--- config.mk ---
export PLATFORM = sky130hd
export DESIGN_NAME = ffa_ram
export DESIGN_NICKNAME = d
export VERILOG_FILES = /design/src/rtl/compacting_first_fit_allocator_macros.svh /design/src/rtl/ffa_pkg.sv /design/src/rtl/ffa_ram.sv
export SDC_FILE = /design/constraint.sdc
export NUM_CORES = 2
export LEC_CHECK = 0
export BUFFER_PORTS_ARGS = -buffer_cell sky130_fd_sc_hd__buf_2
export CAP_MARGIN = 20
export CORE_MARGIN = 5
export CORE_UTILIZATION = 40
export CTS_CLUSTER_DIAMETER = 100
export DETAILED_ROUTE_END_ITERATION = 8
export RECOVER_POWER = 25
export SLEW_MARGIN = 20
export SYNTH_ARGS = -nofsm -noshare
export SYNTH_HDL_FRONTEND = slang
export SYNTH_SLANG_ARGS = --single-unit
--- constraint.sdc ---
create_clock -name clk -period 5 [get_ports clk]
set_input_delay 1 -clock clk [delete_from_list [all_inputs] [get_ports clk]]
set_output_delay 1 -clock clk [all_outputs]
set_load 0.02 [all_outputs]
--- src/rtl/compacting_first_fit_allocator_macros.svh ---
// Assertion macros used by the allocator.
`ifndef COMPACTING_FIRST_FIT_ALLOCATOR_MACROS_SVH
`define COMPACTING_FIRST_FIT_ALLOCATOR_MACROS_SVH

// Same-cycle implication, checked outside reset.
`define FFA_ASSERT_NOW(lbl, clk, rst_n, ante, cons, msg) \
	lbl: assert property (@(posedge clk) disable iff (!rst_n) (ante) |-> (cons)) \
		else $error(msg);

// Next-cycle implication, checked outside reset.
`define FFA_ASSERT_NEXT(lbl, clk, rst_n, ante, cons, msg) \
	lbl: assert property (@(posedge clk) disable iff (!rst_n) (ante) |=> (cons)) \
		else $error(msg);

`endif

--- src/rtl/ffa_pkg.sv ---
package ffa_pkg;

	// Pool geometry.
	localparam int MEM_WORDS  = 128;
	localparam int AW         = $clog2(MEM_WORDS);
	localparam int WORD_BYTES = 4;
	localparam int HDR_WORDS  = 3;

	// Command codes.
	localparam logic CMD_ALLOC = 1'b0;
	localparam logic CMD_FREE  = 1'b1;

	// Result kinds.
	localparam logic [1:0] KIND_ALLOC = 2'd0;
	localparam logic [1:0] KIND_RELOC = 2'd1;
	localparam logic [1:0] KIND_FREE  = 2'd2;

	// Result status codes.
	localparam logic [1:0] ST_OK   = 2'd0;
	localparam logic [1:0] ST_OOM  = 2'd1;
	localparam logic [1:0] ST_ZERO = 2'd2;

	typedef struct packed {
		logic        cmd;
		logic [9:0]  byte_count;
		logic [31:0] owner_tag;
		logic [6:0]  free_offset;
	} cmd_t;

	typedef struct packed {
		logic [1:0]  kind;
		logic [1:0]  status;
		logic [6:0]  word_offset;
		logic [31:0] tag_out;
		logic        last;
	} result_t;

	// One access slot of the pool memory per cycle.
	typedef struct packed {
		logic          we;
		logic [AW-1:0] waddr;
		logic [31:0]   wdata;
		logic [AW-1:0] raddr;
	} ram_req_t;

	// Words taken by an allocation whose header holds this size, saturated at 256,
	// which is already past the end of any pool.
	function automatic logic [8:0] words_of(input logic [31:0] w);
		logic [8:0] n;
		if (|w[31:9]) begin
			n = 9'h100;
		end else begin
			n = {2'b00, w[8:2]} + {8'd0, |w[1:0]} + 9'(HDR_WORDS);
		end
		return n;
	endfunction

endpackage

--- src/rtl/ffa_ram.sv ---
module ffa_ram (
	input  logic              clk,
	input  ffa_pkg::ram_req_t req,
	output logic [31:0]       rdata
);
	import ffa_pkg::*;

	logic [31:0] mem [MEM_WORDS];

	// One write and one registered read per cycle.
	always_ff @(posedge clk) begin
		if (req.we) begin
			mem[req.waddr] <= req.wdata;
		end
		rdata <= mem[req.raddr];
	end

endmodule

### Word level (Yosys, flattened, before mapping)

Memories as Yosys holds them, arrays and structs flattened. A register that Yosys moved wholly into a read port is not among the register bits.
Cells that the tools add are included.

| word-level totals | value |
|---|---|
| register bits after elaboration | 0 |
| memories kept | 1 |
| RAM bits | 4,096 |
| output and inout bits | 32 |
| input bits | 48 |
| word-level logic and storage cells | 3 |

| operators by class | value |
|---|---|
| mux-type cells | 2 |

Memory list:

| memory | words | bits a word | rd ports | clocked after Yosys merged registers in | wr ports | RTL line | source |
|---|---|---|---|---|---|---|---|
| mem | 128 | 32 | 1 | 1 | 1 | ffa_ram.sv:8 | `logic [31:0] mem [MEM_WORDS];` |

Operator list:

| kind | number |
|---|---|
| 1-bit 2-to-1 mux | 2 |

### Depth between registers and ports, before layout

| logic depth | value |
|---|---|
| word-level depth | 2 |
| mapped depth | 8 |

### Worst setup path before layout

Ideal clock, no wire load.

| path | value |
|---|---|
| kind | input to register |
| start | in req[46] (netlist name) |
| end | mem mem[98][0], enable pin |
| stages | 3 |
| data required time | 4.539 ns |
| slack | 0.761 ns |
| arrival time | 3.778 ns |
| path buffers | 1 |
| library setup time | 0.461 ns |
| cell sequence | clkbuf_1 > nand4_1 > nor3_1 |

| on the way | value |
|---|---|
| longest elaborated chain between the ends | 2 |

Ends and longest elaborated chain:

| what | RTL line | source |
|---|---|---|
| from (decl) | ffa_ram.sv:3 | `input ffa_pkg::ram_req_t req,` |
| 1-bit 2-to-1 mux | ffa_ram.sv:12 | `if (req.we) begin` |
| 1-bit 2-to-1 mux (implied by the code) | ffa_ram.sv:13 | `mem[req.waddr] <= req.wdata;` |
| to (decl) | ffa_ram.sv:8 |  |

Every way passes these cells.

### Worst setup path in the final report

| path | value |
|---|---|
| start | in req[32] (netlist name) |
| end | mem mem[36][25], data pin |

No word-level cell before the write port.

==> results.yml <==
run_status:
  status: "complete, but fails checks"
  violations: "max-capacitance violations, max-slew violations"
logic_synthesis:
  synthXorXnorAreaFrac: 0
  avgSynthCellArea_um2: 26.1
  synth_mux_area_frac: 0.196
  synth_nets: 6038
  synth_compound_area_frac: 0
  synthAdderAreaFrac: 0
  synth_top_family_by_area: "multiplexers"
  netlist_area_um2: 156000
  yosys.area_share.simple: 0.00446
  synthCells: 5990
  synth-seq-cells: 4128
  yosys_warnings: 0
  seq_area_frac_synth: 0.791
  ys_types: 17
floorplan:
  rows: 229
  die_h_um: 635
  start_util: 0.402
  core_area_um2: 389000
  die-area_um2: 403000
  ios: 80
  die_w_um: 635
clock_network:
  insertion_delay_ps: 960
  cts_buffer_depth: 4
  cts_max_level: 5
  clkTransAtPathRegs_ps: 60
  cts_root_buf: "clkbuf_16"
  cts_sinks: 4128
  cts_tree: "built"
  cts-resized-gates: 0
  cts_setup_buffers: 0
  cts_buffers: 414
  postCtsHoldBufs: 0
pwr:
  p_per_area_nw_per_um2: 401
  power_frac_seq: 0.533
  p_leak_uw: 0.0548
  ir_drop_uv: 313
  comb_power_share: 0.054
  swShare: 0.215
  p_clk_frac: 0.413
  p_sw_uw: 15500
  internal_power_uw: 56600
placement:
  io_buffers: 79
  dp_hpwl_mm: 247
  place_inst: 11307
  gp_congestion: 0.822
worst_setup_path:
  critPathSlowestCell: "clkbuf_1"
  path_delay_family: "buffers and inverters"
  slowest_delay_ps: 2740
  cp.arrival_ps: 4700
  crit_path_max_fanout: 72
  cp-start-kind: "primary input"
  cp_cell_sequence: "clkbuf_1 -> buf_4"
  criticalPathCategory: "in2reg"
  crit_buf_inv: 2
  crit_required_ps: 5640
  cp-end-kind: "register"
cells_and_area:
  drive_above_1_share: 0.363
  fillers: 31690
  final_cell_mix: "4,096 x edfxtp_1, 1,344 x mux4_2, 421 x clkbuf_16"
  nets: 6578
  syn_to_final_growth_pct: 15.2
  stdcell_count: 12113
  final_common_cell: "edfxtp_1"
timing:
  period_share: 0.811
  tns_ps: 0
  timing.fmax_mhz: 247
  worstMarginPinSlew_ps: 4070
  rsz0062_at_grt: "false"
  maxSlewViolCount: 1392
  fin_crit_ps: 4050
  skew_ps: 63.1
  finalHoldViolations: 0
  setup_viol: 0
  slew_headroom: -1.72
grt:
  grt_antenna_before_repair: 55
  grt_max_degree: 111
  grt_pass1_wl_mm: 600
  grt_usage: 0.212
  grt_pass1_vias: 72835
  overflow: 0
drt:
  firstDrtPassIters: 5
  drc: 0
  via_count: 71672
  wl_per_cell_um: 35.7
  postRouteAntennaNets: 0
  via_per_inst: 5.92
  drt_iter0_markers: 9122
  wl_mm: 433
min_path:
  hold_class: "in2reg"
job:
  drv_cap: 24
==> cells in the mapped netlist <==
master | count | area [µm²]
edfxtp_1 | 4096 | 123000
mux4_2 | 1344 | 30300
clkbuf_1 | 182 | 683
nor2_1 | 122 | 458
buf_2 | 79 | 395
buf_1 | 50 | 188
dfxtp_1 | 32 | 641
mux2_2 | 32 | 360
nand2_1 | 14 | 52.6
nand3_1 | 12 | 60.1
nor3_1 | 9 | 45.0
nor2b_1 | 7 | 43.8
buf_4 | 3 | 22.5
nand4_1 | 3 | 18.8
buf_6 | 2 | 22.5
nand2b_1 | 2 | 12.5
or3_1 | 1 | 6.26
==> logic make-up after synthesis <==
family                 after synthesis
buffers and inverters              316
multiplexers                      1376
AND/OR/NAND/NOR                    170
flip-flops                        4128
==> final cells by class <==
class	count	area, µm²	area share
Antenna cell	48	120	0.000667
Timing Repair Buffer	440	4470	0.0248
Multi-Input combinational cell	1546	32300	0.179
Tap cell	5197	6500	0.0361
Clock buffer	534	11100	0.0618
Sequential cell	4128	124000	0.687
Clock inverter	220	1820	0.0101
==> registers in the layout, summed over array words and instances, names as in the netlist <==
signal,flops
rdata,32
mem,4096
==> worst register-to-register path, delay by kind of cell, from the launching register on <==
kind   cells  cell delay (ps)
mux        4             2160
flops      1              380
==> routing by layer <==
metal / wire length [µm] / global-route usage / part of all wire
met1: 168000 / 0.293 / 0.39
met2: 212000 / 0.344 / 0.49
met3: 36600 / 0.0350 / 0.085
met4: 16500 / 0.0756 / 0.038
met5: 95 / 0 / 0.00022
==> per-stage QoR <==
stage	hold slack (ps)	cell area, µm²	total power (µW)	setup slack, ps	utilization
3_3_place_gp	1140	167000	43000	504	0.429
2_1_floorplan	1070	156000	40900	761	-
4_1_cts	415	180000	72600	1570	0.462
5_1_grt	661	180000	74200	758	0.462
6_report	688	180000	72100	946	0.462
3_5_place_dp	1120	167000	43100	531	0.429
==> path summary, 6_finish.rpt <==
path,from,end,slack [ps],cells after the start
max reg2reg,mem[96][18]$_DFFE_PP_,rdata[18]$_DFF_P_,2340,4
min,req[30],mem[73][23]$_DFFE_PP_,690,1
max,req[32],mem[36][25]$_DFFE_PP_,950,2
min reg2reg,mem[104][16]$_DFFE_PP_,rdata[16]$_DFF_P_,1130,4
==> power by group through the flow <==
stage / sequential (µW) / combinational (µW) / clock, µW
after floorplan: 39100 / 1840 / 0
after global placement: 39200 / 3880 / 0
after detailed placement: 39200 / 3940 / 0
after CTS: 38400 / 3940 / 30200
after global routing: 38400 / 4040 / 31700
final: 38400 / 3890 / 29800
(Power assumes the default switching activity.)
